**src/hw/rtl/nec_ir_frame_decoder_assert.svh**
```systemverilog
// Assertion macros shared by the NEC IR frame decoder RTL.
// Depends on nothing; the including module supplies the clock and reset names.
`ifndef NEC_IR_FRAME_DECODER_ASSERT_SVH
`define NEC_IR_FRAME_DECODER_ASSERT_SVH

// Same-cycle implication, disabled while reset is asserted.
`define NECIR_ASSERT_IMP(label, clk, rst_n, ante, cons, msg) \
    label: assert property (@(posedge clk) disable iff (!rst_n) (ante) |-> (cons)) \
        else $error(msg);

// Next-cycle implication, disabled while reset is asserted.
`define NECIR_ASSERT_NEXT(label, clk, rst_n, ante, cons, msg) \
    label: assert property (@(posedge clk) disable iff (!rst_n) (ante) |=> (cons)) \
        else $error(msg);

`endif

```
**src/hw/rtl/necir_pkg.sv**
```systemverilog
// Types and constants shared by the NEC IR frame decoder modules.
// No dependencies.
`default_nettype none

package necir_pkg;

    // Request opcodes.
    localparam logic OP_EDGE = 1'b0;
    localparam logic OP_READ = 1'b1;

    // Register indexes, decoded from paddr[2].
    localparam logic REG_DEVICE_ADDRESS = 1'b0;
    localparam logic REG_REPEAT_ENABLE  = 1'b1;
    localparam int   PADDR_WIDTH        = 3;
    localparam int   PDATA_WIDTH        = 32;

    // Timing thresholds in 64 us units.
    localparam int         UNIT_SHIFT = 6;
    localparam int         LEN_WIDTH  = 8;
    localparam logic [7:0] LEN_SAT    = 8'hff;
    localparam logic [7:0] MARK_MIN   = 8'h06;
    localparam logic [7:0] MARK_END   = 8'h0c;
    localparam logic [7:0] ZERO_END   = 8'h10;
    localparam logic [7:0] ONE_END    = 8'h20;
    localparam logic [7:0] REP_MIN    = 8'h1e;
    localparam logic [7:0] REP_MAX    = 8'h22;

    // Code byte positions.
    localparam int         CODE_BYTES = 4;
    localparam logic [1:0] ADDR_BYTE  = 2'd0;
    localparam logic [1:0] NADDR_BYTE = 2'd1;
    localparam logic [1:0] CMD_BYTE   = 2'd2;
    localparam logic [1:0] NCMD_BYTE  = 2'd3;

    localparam logic [7:0] DEVICE_ADDRESS_RESET = 8'h00;
    localparam logic       REPEAT_ENABLE_RESET  = 1'b1;

    typedef struct packed {
        logic [7:0] device_address;
        logic       repeat_enable;
    } t_cfg;

    typedef struct packed {
        logic [7:0] code;
        logic       frame_ok;
        logic       repeated;
    } t_result;

endpackage

`default_nettype wire

```
**src/hw/rtl/necir_regs.sv**
```systemverilog
// APB configuration registers of the NEC IR frame decoder.
// Depends on necir_pkg.
`default_nettype none

module necir_regs (
    input  wire logic                                  i_clk,
    input  wire logic                                  i_rst_n,
    input  wire logic                                  psel,
    input  wire logic                                  penable,
    input  wire logic                                  pwrite,
    input  wire logic [necir_pkg::PADDR_WIDTH-1:0]     paddr,
    input  wire logic [necir_pkg::PDATA_WIDTH-1:0]     pwdata,
    output logic      [necir_pkg::PDATA_WIDTH-1:0]     prdata,
    output logic                                       pready,
    output necir_pkg::t_cfg                            o_cfg
);
    import necir_pkg::*;

    t_cfg r_cfg;
    logic wr_en;

    assign pready = 1'b1;
    assign wr_en  = psel && penable && pwrite;

    always_ff @(posedge i_clk) begin
        if (!i_rst_n) begin
            r_cfg.device_address <= DEVICE_ADDRESS_RESET;
            r_cfg.repeat_enable  <= REPEAT_ENABLE_RESET;
        end else if (wr_en) begin
            unique case (paddr[2])
                REG_DEVICE_ADDRESS: r_cfg.device_address <= pwdata[7:0];
                REG_REPEAT_ENABLE:  r_cfg.repeat_enable  <= pwdata[0];
                default: ;
            endcase
        end
    end

    always_comb begin
        unique case (paddr[2])
            REG_DEVICE_ADDRESS: prdata = PDATA_WIDTH'(r_cfg.device_address);
            REG_REPEAT_ENABLE:  prdata = PDATA_WIDTH'(r_cfg.repeat_enable);
            default:            prdata = '0;
        endcase
    end

    assign o_cfg = r_cfg;

endmodule

`default_nettype wire

```
**src/hw/rtl/necir_core.sv**
```systemverilog
// Decoder state and per-request logic: edge timing, bit capture, frame check.
// Depends on necir_pkg.
`default_nettype none

module necir_core #(
    parameter int STAMP_WIDTH = 32
) (
    input  wire logic                    i_clk,
    input  wire logic                    i_rst_n,
    input  wire necir_pkg::t_cfg         i_cfg,
    input  wire logic                    i_item_valid,
    input  wire logic                    i_op,
    input  wire logic                    i_line_level,
    input  wire logic [STAMP_WIDTH-1:0]  i_stamp,
    output necir_pkg::t_result           o_result
);
    import necir_pkg::*;

    localparam int SAT_LSB = UNIT_SHIFT + LEN_WIDTH;

    logic [7:0]             r_code_bytes [CODE_BYTES];
    logic [7:0]             r_bit_index;
    logic                   r_prev_level;
    logic [STAMP_WIDTH-1:0] r_prev_stamp;
    logic [7:0]             r_prev_length;
    logic                   r_repeat_pending;
    logic [7:0]             r_held_command;

    logic [7:0]             n_code_bytes [CODE_BYTES];
    logic [7:0]             n_bit_index;
    logic                   n_prev_level;
    logic [STAMP_WIDTH-1:0] n_prev_stamp;
    logic [7:0]             n_prev_length;
    logic                   n_repeat_pending;
    logic [7:0]             n_held_command;

    logic [STAMP_WIDTH-1:0] span;
    logic [7:0]             len;
    logic                   mark_ok;
    logic [1:0]             byte_sel;
    logic [2:0]             bit_sel;
    logic                   frame_ok;
    logic                   serve_repeat;

    // Span modulo 2^STAMP_WIDTH, in 64 us units, saturated to 8 bits.
    assign span = i_stamp - r_prev_stamp;
    assign len  = (|span[STAMP_WIDTH-1:SAT_LSB]) ? LEN_SAT : span[SAT_LSB-1:UNIT_SHIFT];

    assign mark_ok  = (r_prev_length >= MARK_MIN) && (r_prev_length < MARK_END);
    // Bits past index 31 keep landing in the last byte.
    assign byte_sel = (|r_bit_index[7:5]) ? NCMD_BYTE : r_bit_index[4:3];
    assign bit_sel  = r_bit_index[2:0];

    assign frame_ok = (r_code_bytes[ADDR_BYTE] == i_cfg.device_address)
                   && (r_code_bytes[NADDR_BYTE] == ~i_cfg.device_address)
                   && (r_code_bytes[CMD_BYTE] == ~r_code_bytes[NCMD_BYTE]);
    assign serve_repeat = r_repeat_pending && i_cfg.repeat_enable;

    always_comb begin
        n_code_bytes     = r_code_bytes;
        n_bit_index      = r_bit_index;
        n_prev_level     = r_prev_level;
        n_prev_stamp     = r_prev_stamp;
        n_prev_length    = r_prev_length;
        n_repeat_pending = r_repeat_pending;
        n_held_command   = r_held_command;
        if (i_item_valid) begin
            if (i_op == OP_EDGE) begin
                if (r_prev_level) begin
                    if (mark_ok) begin
                        // A space past the one-bit limit leaves the bit alone.
                        if (len < ZERO_END) begin
                            n_code_bytes[byte_sel][bit_sel] = 1'b0;
                        end else if (len < ONE_END) begin
                            n_code_bytes[byte_sel][bit_sel] = 1'b1;
                        end
                        n_bit_index = r_bit_index + 8'd1;
                    end else begin
                        n_bit_index      = '0;
                        n_repeat_pending = (len >= REP_MIN) && (len <= REP_MAX);
                    end
                end
                n_prev_level  = i_line_level;
                n_prev_stamp  = i_stamp;
                n_prev_length = len;
            end else begin
                if (frame_ok) begin
                    n_held_command = r_code_bytes[CMD_BYTE];
                end
                if (serve_repeat) begin
                    n_repeat_pending = 1'b0;
                end
            end
        end
    end

    always_comb begin
        o_result.frame_ok = frame_ok;
        o_result.repeated = serve_repeat;
        if (serve_repeat) begin
            o_result.code = n_held_command;
        end else if (frame_ok) begin
            o_result.code = r_code_bytes[CMD_BYTE];
        end else begin
            o_result.code = '0;
        end
    end

    always_ff @(posedge i_clk) begin
        if (!i_rst_n) begin
            for (int i = 0; i < CODE_BYTES; i++) begin
                r_code_bytes[i] <= '0;
            end
            r_bit_index      <= '0;
            r_prev_level     <= 1'b1;
            r_prev_stamp     <= '0;
            r_prev_length    <= '0;
            r_repeat_pending <= 1'b0;
            r_held_command   <= '0;
        end else begin
            r_code_bytes     <= n_code_bytes;
            r_bit_index      <= n_bit_index;
            r_prev_level     <= n_prev_level;
            r_prev_stamp     <= n_prev_stamp;
            r_prev_length    <= n_prev_length;
            r_repeat_pending <= n_repeat_pending;
            r_held_command   <= n_held_command;
        end
    end

endmodule

`default_nettype wire

```
**src/hw/rtl/nec_ir_frame_decoder.sv**
```systemverilog
// NEC IR frame decoder. An accepted read request waits in the input stage until the
// result register is free, then its result moves into it and drives o_out_valid.
// Throughput: one request per cycle while no read waits in the input stage; edge
// requests produce no result and never wait on the output side. Reset: synchronous,
// active low; clears decoder state, device_address to 0 and repeat_enable to 1.
// Depends on necir_pkg, necir_regs, necir_core and the assert header.
`default_nettype none
`include "nec_ir_frame_decoder_assert.svh"

module nec_ir_frame_decoder #(
    parameter int STAMP_WIDTH = 32
) (
    input  wire logic                                  i_clk,
    input  wire logic                                  i_rst_n,
    input  wire logic                                  psel,
    input  wire logic                                  penable,
    input  wire logic                                  pwrite,
    input  wire logic [necir_pkg::PADDR_WIDTH-1:0]     paddr,
    input  wire logic [necir_pkg::PDATA_WIDTH-1:0]     pwdata,
    output logic      [necir_pkg::PDATA_WIDTH-1:0]     prdata,
    output logic                                       pready,
    input  wire logic                                  i_in_valid,
    output logic                                       o_in_ready,
    input  wire logic                                  i_op,
    input  wire logic                                  i_line_level,
    input  wire logic [STAMP_WIDTH-1:0]                i_stamp_us,
    output logic                                       o_out_valid,
    input  wire logic                                  i_out_ready,
    output logic [7:0]                                 o_code,
    output logic                                       o_frame_ok,
    output logic                                       o_repeated
);
    import necir_pkg::*;

    t_cfg                   cfg;
    t_result                core_result;

    logic                   r_s1_valid;
    logic                   r_s1_op;
    logic                   r_s1_level;
    logic [STAMP_WIDTH-1:0] r_s1_stamp;
    logic                   r_out_valid;
    t_result                r_out;

    logic                   out_free;
    logic                   s1_advance;
    logic                   res_load;
    logic                   in_take;

    necir_regs u_regs (
        .i_clk   (i_clk),
        .i_rst_n (i_rst_n),
        .psel    (psel),
        .penable (penable),
        .pwrite  (pwrite),
        .paddr   (paddr),
        .pwdata  (pwdata),
        .prdata  (prdata),
        .pready  (pready),
        .o_cfg   (cfg)
    );

    // Edge requests retire without touching the result register.
    assign out_free   = !r_out_valid || i_out_ready;
    assign s1_advance = r_s1_valid && ((r_s1_op == OP_EDGE) || out_free);
    assign res_load   = s1_advance && (r_s1_op == OP_READ);
    assign o_in_ready = !r_s1_valid || s1_advance;
    assign in_take    = i_in_valid && o_in_ready;

    necir_core #(
        .STAMP_WIDTH (STAMP_WIDTH)
    ) u_core (
        .i_clk        (i_clk),
        .i_rst_n      (i_rst_n),
        .i_cfg        (cfg),
        .i_item_valid (s1_advance),
        .i_op         (r_s1_op),
        .i_line_level (r_s1_level),
        .i_stamp      (r_s1_stamp),
        .o_result     (core_result)
    );

    always_ff @(posedge i_clk) begin
        if (!i_rst_n) begin
            r_s1_valid  <= 1'b0;
            r_out_valid <= 1'b0;
        end else begin
            if (in_take) begin
                r_s1_valid <= 1'b1;
            end else if (s1_advance) begin
                r_s1_valid <= 1'b0;
            end
            if (res_load) begin
                r_out_valid <= 1'b1;
            end else if (i_out_ready) begin
                r_out_valid <= 1'b0;
            end
        end
    end

    always_ff @(posedge i_clk) begin
        if (in_take) begin
            r_s1_op    <= i_op;
            r_s1_level <= i_line_level;
            r_s1_stamp <= i_stamp_us;
        end
        if (res_load) begin
            r_out <= core_result;
        end
    end

    assign o_out_valid = r_out_valid;
    assign o_code      = r_out.code;
    assign o_frame_ok  = r_out.frame_ok;
    assign o_repeated  = r_out.repeated;

    `NECIR_ASSERT_IMP(a_load_only_when_free, i_clk, i_rst_n, res_load, out_free,
        "result register overwritten while still held")
    `NECIR_ASSERT_IMP(a_load_only_reads, i_clk, i_rst_n, res_load, r_s1_op == OP_READ,
        "result produced by an edge request")
    `NECIR_ASSERT_IMP(a_repeat_needs_enable, i_clk, i_rst_n, r_out_valid && r_out.repeated,
        cfg.repeat_enable, "repeat served while repeat is disabled")
    `NECIR_ASSERT_NEXT(a_take_fills_stage, i_clk, i_rst_n, in_take, r_s1_valid,
        "accepted request lost from the input stage")

endmodule

`default_nettype wire
```
**config.mk**
```make
export PLATFORM = sky130hd
export DESIGN_NAME = nec_ir_frame_decoder
export DESIGN_NICKNAME = d
export VERILOG_FILES = /design/src/hw/rtl/necir_pkg.sv /design/src/hw/rtl/necir_regs.sv /design/src/hw/rtl/necir_core.sv /design/src/hw/rtl/nec_ir_frame_decoder.sv
export VERILOG_INCLUDE_DIRS = /design/src /design/src/hw/rtl
export SDC_FILE = /design/constraint.sdc
export NUM_CORES = 1
export LEC_CHECK = 0
export BUFFER_PORTS_ARGS = -buffer_cell sky130_fd_sc_hd__buf_2
export CORE_AREA = 2 2 128 130
export CTS_BUF_LIST = sky130_fd_sc_hd__clkbuf_4 sky130_fd_sc_hd__clkbuf_8
export CTS_CLUSTER_DIAMETER = 60
export CTS_CLUSTER_SIZE = 30
export DETAILED_ROUTE_END_ITERATION = 6
export DIE_AREA = 0 0 130 132
export PLACE_DENSITY = 0.8
export SETUP_SLACK_MARGIN = 0.2
export SYNTH_ARGS = -nofsm -noshare
export SYNTH_HDL_FRONTEND = slang
export SYNTH_SLANG_ARGS = --single-unit
export TNS_END_PERCENT = 30
```
**constraint.sdc**
```tcl
create_clock -name i_clk -period 3.46 [get_ports i_clk]
set_clock_uncertainty 0.1 [all_clocks]
set_input_delay 0.519 -clock i_clk [delete_from_list [all_inputs] [get_ports i_clk]]
set_output_delay 0.519 -clock i_clk [all_outputs]
set_load 0.005 [all_outputs]
```
==> impl_results.md, run 1 <==
* Chip width at 130 um
* # port buffers at 69
* Placed insts at 1264
* Starting DRT DRC Count at 683
* Vias/cell at 5.59
* Most frequent cells in the layout: nand2_1, dfxtp_1, buf_4, buf_2, nor2_1
* Nets at 1187
* Number of global-route vias before repair at 7130
* TritonCTS clock tree: yes
* Ys Warns at 0
* Initial antenna violation count at 0
* Worst-path clk slew at 90 ps
* Setup Viol. Count Final at 34
* Number of distinct library cells after synthesis at 79
* Final hold viol count at 0
* Layout area overhead at 19.7%
* Synthesized area at 8400 um2
* Worst Path Required at 3720 ps
* Max-capacitance violation count at 0
* Share of cells above drive strength 1 at 21.4%
* Num CTS Buffers at 17
* R2R depth at 14
* Sequential fraction of the synthesis area at 39.5%
* Initial Util at 53.5%
* RSZ-0062 raised after global routing: true
* Fin. max-slew vios at 0
* Global-route congestion overflow total at 0
* Clock tree buffer depth at 2
* Hold_buf cts at 0
* Setup ws final at -158 ps
* Largest family of logic cells by synthesized area: simple AND/OR/NAND/NOR gates
* Pwr dens at 392 nW/um2
* First-pass GRT wire length at 34100 um
* Largest net degree at the start of global routing at 62
* Ports at 121
* Simple-Gate Fraction of Synth Area at 21.5%
* Flops & latches, synth at 144
* Crit Path Max Fanout at 8
* H-tree depth at 4
* Gate Count Post-Synth at 967
* Worst slew pin tran at 675 ps
* Post-synthesis xor/xnor area fraction at 3.75%
* CP Capture Type: flop
* Root Driver: clkbuf_8
* Syn Area/Cell at 8.69 um2
* Max Clock Freq at 0.276 GHz
* Multiplexer share of the synthesized area at 5.27%
* Via count at 7311
* CP Class: flop to flop
* CTS Sinks at 144
* Ys async rst share at 0%
* Core Area at 15700 um2
* First-pass DRT Iterations at 5
* Failing checks: setup timing
* Post-synth EDFFs at 44
* Worst skew pair latency at 460 ps
* Relative slew slack at 54.6%
* Worst Hold Depth at 1
* Post-Synth Adder-Cell Area at 4.62%
* Non-Filler Instances at 1309
* DP HPWL at 14100 um
* Static Leakage at 0.00404 uW
* Antenna viol nets, final at 0
* Commonest non-fill, non-tap cell in the layout: nand2_1
* Final hold slack at 125 ps
* Arrival time worst endpoint at 3870 ps
* GRT Total Usage at 24.5%
* Final GP Congestion at 0.960
* Tcrit/Tclk final at 105%
* Commonest register cell after synthesis: dfxtp_1
* Max IR drop VDD at 0.000272 V
* CP Launch Type: flop
* WL final at 20100 um
* Antenna diode count at 0
* Synth Area in Compound Gates at 18.0%
* Minimum clock period at 3620 ps
* DR WL/cell at 15.4 um
* Run status: finished with violations
* Residual DRC at 0
* FP Rows at 46
* Die Ht at 132 um
* Die area at 17200 um2
* HP Class: primary input to flop
-- layout make-up --
type | count | area [um2]
inverter | 41 | 154
timing repair buffer | 154 | 1080
fill | 1275 | 5660
clock buffer | 17 | 234
multi-input combinational | 722 | 4800
tap | 216 | 270
clock inverter | 15 | 191
sequential | 144 | 3320
-- critical path, stage by stage, from the launching register on --
cell and delay [ps]:
edfxtp_1 410, ha_1 350, o21ai_0 160, a21o_1 260, or4_4 550, a31o_4 240, a22oi_4 140, o211ai_4 110
nor4b_4 320, nand3_2 150, o41ai_4 240, buf_4 200, buf_6 100, buf_6 120, mux2i_1 70
-- power by group --
| part | switching, uW | total [uW] | internal [uW] |
|---|---|---|---|
| logic | 394 | 705 | 311 |
| clock network | 746 | 1420 | 675 |
| registers | 31.6 | 1820 | 1790 |
-- cell families (layout without fill, tap and decap cells) --
family | Yosys count | after routing
buffers and inverters | 124 | 227
AND/OR/NAND/NOR | 373 | 373
adder cells (fa/ha/maj) | 31 | 31
multiplexers | 44 | 44
flip-flops | 144 | 144
other | 2 | 25
XOR/XNOR | 36 | 36
AO/OA/AOI/OAI | 213 | 213
-- routing by layer --
metal / track usage [%] / up-vias / wire (um)
li1: - / 3617 / -
met1: 31.8 / 3429 / 8730
met2: 40.6 / 225 / 9970
met3: 5.03 / 40 / 982
met4: 8.36 / 0 / 417
met5: 0 / - / 0
-- synthesized netlist by cell type, types with 4 or more instances --
master    number  area share, %
nor2_1        52            2.3
buf_2          5           0.30
nand3_1       35            2.1
dfxtp_1      100             24
or2_2          4           0.30
or3_1          6           0.45
buf_4         30            2.7
a22o_1         8           0.83
xor2_1        18            1.9
ha_1          31            4.6
a31oi_1       10           0.74
a211oi_1       4           0.36
o22ai_1        4           0.30
edfxtp_1      44             16
a21o_1         8           0.71
a21oi_1       43            2.6
xnor2_1       18            1.9
nor2b_1       21            1.6
nand4_1       31            2.3
nor4_1         6           0.45
mux2i_1       42            5.0
nand2_1      168            7.5
clkbuf_1      44            2.0
nor3_1        13           0.77
o21a_1         8           0.71
o211ai_1      12            1.1
a21boi_0      44            3.9
o21ai_0       33            2.0
and3_1         4           0.30
inv_1         41            1.8
nand2b_1       8           0.60
o31ai_1        4           0.36
and2_1         6           0.45
-- metrics by stage --
step	power [uW]	cell area, um2	setup TNS (ps)	utilization, %	worst slack, ps
after global routing	4120	10100	-9890	64.0	-336
after detailed placement	2500	9280	-4480	59.1	-271
after floorplan	2290	8540	0	-	38.6
after global placement	2490	9280	-2340	59.1	-161
after CTS	3950	10000	-1310	63.8	-73.8
final	3950	10100	-3730	64.0	-158
-- final timing paths --
check                                                          start                                   end  slack, ps
worst max-delay path                         r_s1_stamp[2]$_DFFE_PP_                                  flop       -160
worst min-delay path                                  i_stamp_us[29]              r_s1_stamp[29]$_DFFE_PP_        130
worst max register to register               r_s1_stamp[2]$_DFFE_PP_                                  flop       -160
worst min register to register  u_core.r_prev_stamp[11]$_SDFFE_PN0P_  u_core.r_prev_stamp[11]$_SDFFE_PN0P_        370
-- repair_timing --
action                                  CTS  global route
pin swaps                                 4             2
endpoints found under the setup margin   40            40
resized for setup                        28             4
gates cloned                              3             0
buffers inserted                          8             2
(Power assumes the default switching activity.)
==> run 2, diff against run 1 <==
--- a/config.mk
+++ b/config.mk
@@ -7,14 +7,15 @@
 export NUM_CORES = 1
 export LEC_CHECK = 0
 export BUFFER_PORTS_ARGS = -buffer_cell sky130_fd_sc_hd__buf_2
-export CORE_AREA = 2 2 128 130
+export CORE_AREA = 2 2 171 173
 export CTS_BUF_LIST = sky130_fd_sc_hd__clkbuf_4 sky130_fd_sc_hd__clkbuf_8
 export CTS_CLUSTER_DIAMETER = 60
 export CTS_CLUSTER_SIZE = 30
 export DETAILED_ROUTE_END_ITERATION = 6
-export DIE_AREA = 0 0 130 132
-export PLACE_DENSITY = 0.8
+export DIE_AREA = 0 0 173 175
+export PLACE_DENSITY = 0.5
 export SETUP_SLACK_MARGIN = 0.2
+export SKIP_LAST_GASP = 1
 export SYNTH_ARGS = -nofsm -noshare
 export SYNTH_HDL_FRONTEND = slang
 export SYNTH_SLANG_ARGS = --single-unit
==> run 2 against run 1 <==
  * The flow still finishes with violations (setup timing)
  * Flip-flop and latch count unchanged
  * Total power up 2.5%
  * Clock-buffer cell count unchanged
  * Core utilization down 27 points
  * Setup slack better by 34 ps
  * Hold slack worse by 9.1 ps
  * Register-to-register slack better by 30 ps
  * Non-clock buffer count up 33
  * Global-route usage down 11 points
  * Sequential power about the same
  * Critical path depth down 1
  * Critical path type unchanged
  * Largest power group unchanged
==> impl_results.md, run 2 (synthesized netlist as in run 1, its figures left out) <==
* Setup ws final at -123 ps (was -158 ps)
* M3 GR Usage at 1.98% (was 5.03%)
* Cell area after layout at 10600 um2 (was 10100 um2)
* Share of cells above drive strength 1 at 24.9% (was 21.4%)
* Global-route congestion overflow total at 0 (unchanged)
* DR WL/cell at 13.7 um (was 15.4 um)
* Chip width at 173 um (was 130 um)
* H-tree depth at 4 (unchanged)
* Worst-path clk slew at 110 ps (was 90 ps)
* Max Clock Freq at 0.279 GHz (was 0.276 GHz)
* Max incr delay on CP at 450 ps (was 550 ps)
* Static Leakage at 0.00418 uW (was 0.00404 uW)
* Reg power frac at 45.0% (was 46.1%)
* Crit-path cells: ha_4, nand4_4, or3_4, or4_4, a31o_4, a22oi_4, o211ai_4, nor4b_4, nand3_2, o41ai_4, buf_6, clkbuf_16, mux2i_1 (was ha_1, o21ai_0, a21o_1, or4_4, a31o_4, a22oi_4, o211ai_4, nor4b_4, nand3_2, o41ai_4, buf_4, buf_6, buf_6, mux2i_1)
* Most frequent cells in the layout: nand2_1, buf_4, dfxtp_1, buf_2, nor2_1 (was nand2_1, dfxtp_1, buf_4, buf_2, nor2_1)
* Antenna viol nets, final at 0 (unchanged)
* Clock tree buffer depth at 2 (unchanged)
* CP Capture Type: flop (unchanged)
* Core Area at 28400 um2 (was 15700 um2)
* WL final at 20800 um (was 20100 um)
* Starting DRT DRC Count at 400 (was 683)
* HP Class: primary input to flop (unchanged)
* Run status: finished with violations (unchanged)
* Cell-internal power at 2770 uW (about the same)
* Layout area overhead at 26.2% (was 19.7%)
* Initial antenna violation count at 0 (unchanged)
* Nets at 1220 (was 1187)
* Critical hold path startpoint: i_stamp_us[7] (was i_stamp_us[29])
* Max-capacitance violation count at 0 (unchanged)
* Non-Filler Instances at 1510 (was 1309)
* Tcrit/Tclk final at 104% (was 105%)
* DP HPWL at 14900 um (was 14100 um)
* Final GP Congestion at 0.847 (was 0.960)
* Hold_buf cts at 0 (unchanged)
* Arrival time worst endpoint at 3840 ps (was 3870 ps)
* Number of global-route vias before repair at 6885 (was 7130)
* Max IR drop VDD at 0.000161 V (was 0.000272 V)
* CP Class: flop to flop (unchanged)
* Minimum clock period at 3580 ps (was 3620 ps)
* Relative slew slack at 44.2% (was 54.6%)
* Worst skew pair latency at 470 ps (was 460 ps)
* M1 GR Usage at 18.0% (was 31.8%)
* Worst slew pin tran at 836 ps (was 675 ps)
* Slowest-stage cell, CP: edfxtp_1 (was or4_4)
* Clock power frac at 36.1% (was 36.0%)
* Final hold viol count at 0 (unchanged)
* Placed insts at 1464 (was 1264)
* Commonest non-fill, non-tap cell in the layout: nand2_1 (unchanged)
* Met2 Use GR at 23.3% (was 40.6%)
* CTS Sinks at 144 (unchanged)
* Switching share of power at 31.5% (was 29.7%)
* Switching pwr at 1280 uW (was 1170 uW)
* Via count at 7152 (was 7311)
* Combinational Power Share at 18.9% (was 17.9%)
* Failing checks: setup timing (unchanged)
* Initial Util at 29.6% (was 53.5%)
* Critical path origin: r_s1_stamp[13]$_DFFE_PP_ (was r_s1_stamp[2]$_DFFE_PP_)
* Die area at 30300 um2 (was 17200 um2)
* GRT Total Usage at 13.7% (was 24.5%)
* Residual DRC at 0 (unchanged)
* GR peak layer: met2 (unchanged)
* Placed cell area at 9740 um2 (was 9280 um2)
* Root Driver: clkbuf_8 (unchanged)
* Worst r2r src: r_s1_stamp[13]$_DFFE_PP_ (was r_s1_stamp[2]$_DFFE_PP_)
* # port buffers at 69 (unchanged)
* Antenna diode count at 0 (unchanged)
* Largest net degree at the start of global routing at 51 (was 62)
* Overall Power at 4050 uW (was 3950 uW)
* First-pass DRT Iterations at 5 (unchanged)
* Setup Viol. Count Final at 33 (was 34)
* Ports at 121 (unchanged)
* First-pass GRT wire length at 34100 um (about the same)
* Crit Path Max Fanout at 8 (unchanged)
* Fin. max-slew vios at 0 (unchanged)
* Num CTS Buffers at 17 (unchanged)
* Pwr dens at 381 nW/um2 (was 392 nW/um2)
* TritonCTS clock tree: yes (unchanged)
* Worst Path Required at 3710 ps (was 3720 ps)
* Die Ht at 175 um (was 132 um)
* CP Launch Type: flop (unchanged)
* Vias/cell at 4.74 (was 5.59)
* RSZ-0062 raised after global routing: true (unchanged)
* FP Rows at 62 (was 46)
* Final hold slack at 116 ps (was 125 ps)
-- run 2: repair_timing --
item	4_1_cts	5_1_grt
cloned	2	1
gates resized for setup	22	23
pin swaps	3	12
endpoints found under the setup margin	40	40
setup buffers	6	5
-- run 2: cell type report --
| cell class | count | area (um2) |
|---|---|---|
| Clock buffer | 17 | 234 |
| Clock inverter | 15 | 191 |
| Fill cell | 2973 | 17800 |
| Inverter | 41 | 154 |
| Multi-Input combinational cell | 722 | 4880 |
| Sequential cell | 144 | 3320 |
| Tap cell | 384 | 480 |
| Timing Repair Buffer | 187 | 1350 |
-- run 2: per-stage QoR --
step	util, %	setup WS, ps	TNS [ps]
floorplan	-	38.6	0
global placement	34.3	-305	-5880
detailed placement	34.3	-336	-6580
CTS	36.6	-117	-2630
global route	37.4	-212	-6040
finish	37.4	-123	-3140
-- run 2: worst max-delay path, delay by kind of cell, from the launching register on --
family	cells	cell delay (ps)
simple gates	5	1410
compound gates	4	740
flops	1	450
buf+inv	2	380
fa+ha+maj	1	330
mux	1	60
-- run 2: path summary, 6_finish.rpt --
kind              slack [ps]                                   end  cells past startpoint
setup / recovery        -120                                  flop                     13
hold / removal           120               r_s1_stamp[7]$_DFFE_PP_                      1
setup reg to reg        -120                                  flop                     13
hold reg to reg          370  u_core.r_prev_stamp[15]$_SDFFE_PN0P_                      2
-- run 2: metal layers --
metal  part of all wire [%]  vias up
met5                      0        -
li1                       -     3668
met3                    2.9       22
met2                     48      136
met1                     48     3326
met4                    1.3        0
-- run 2: power groups by stage --
stage | Clock [uW] | Sequential [uW] | Combinational, uW
after CTS | 1510 | 1820 | 736
after global routing | 1570 | 1830 | 845
after detailed placement | 0 | 1860 | 698
final | 1460 | 1820 | 766
after global placement | 0 | 1860 | 694
after floorplan | 0 | 1850 | 442
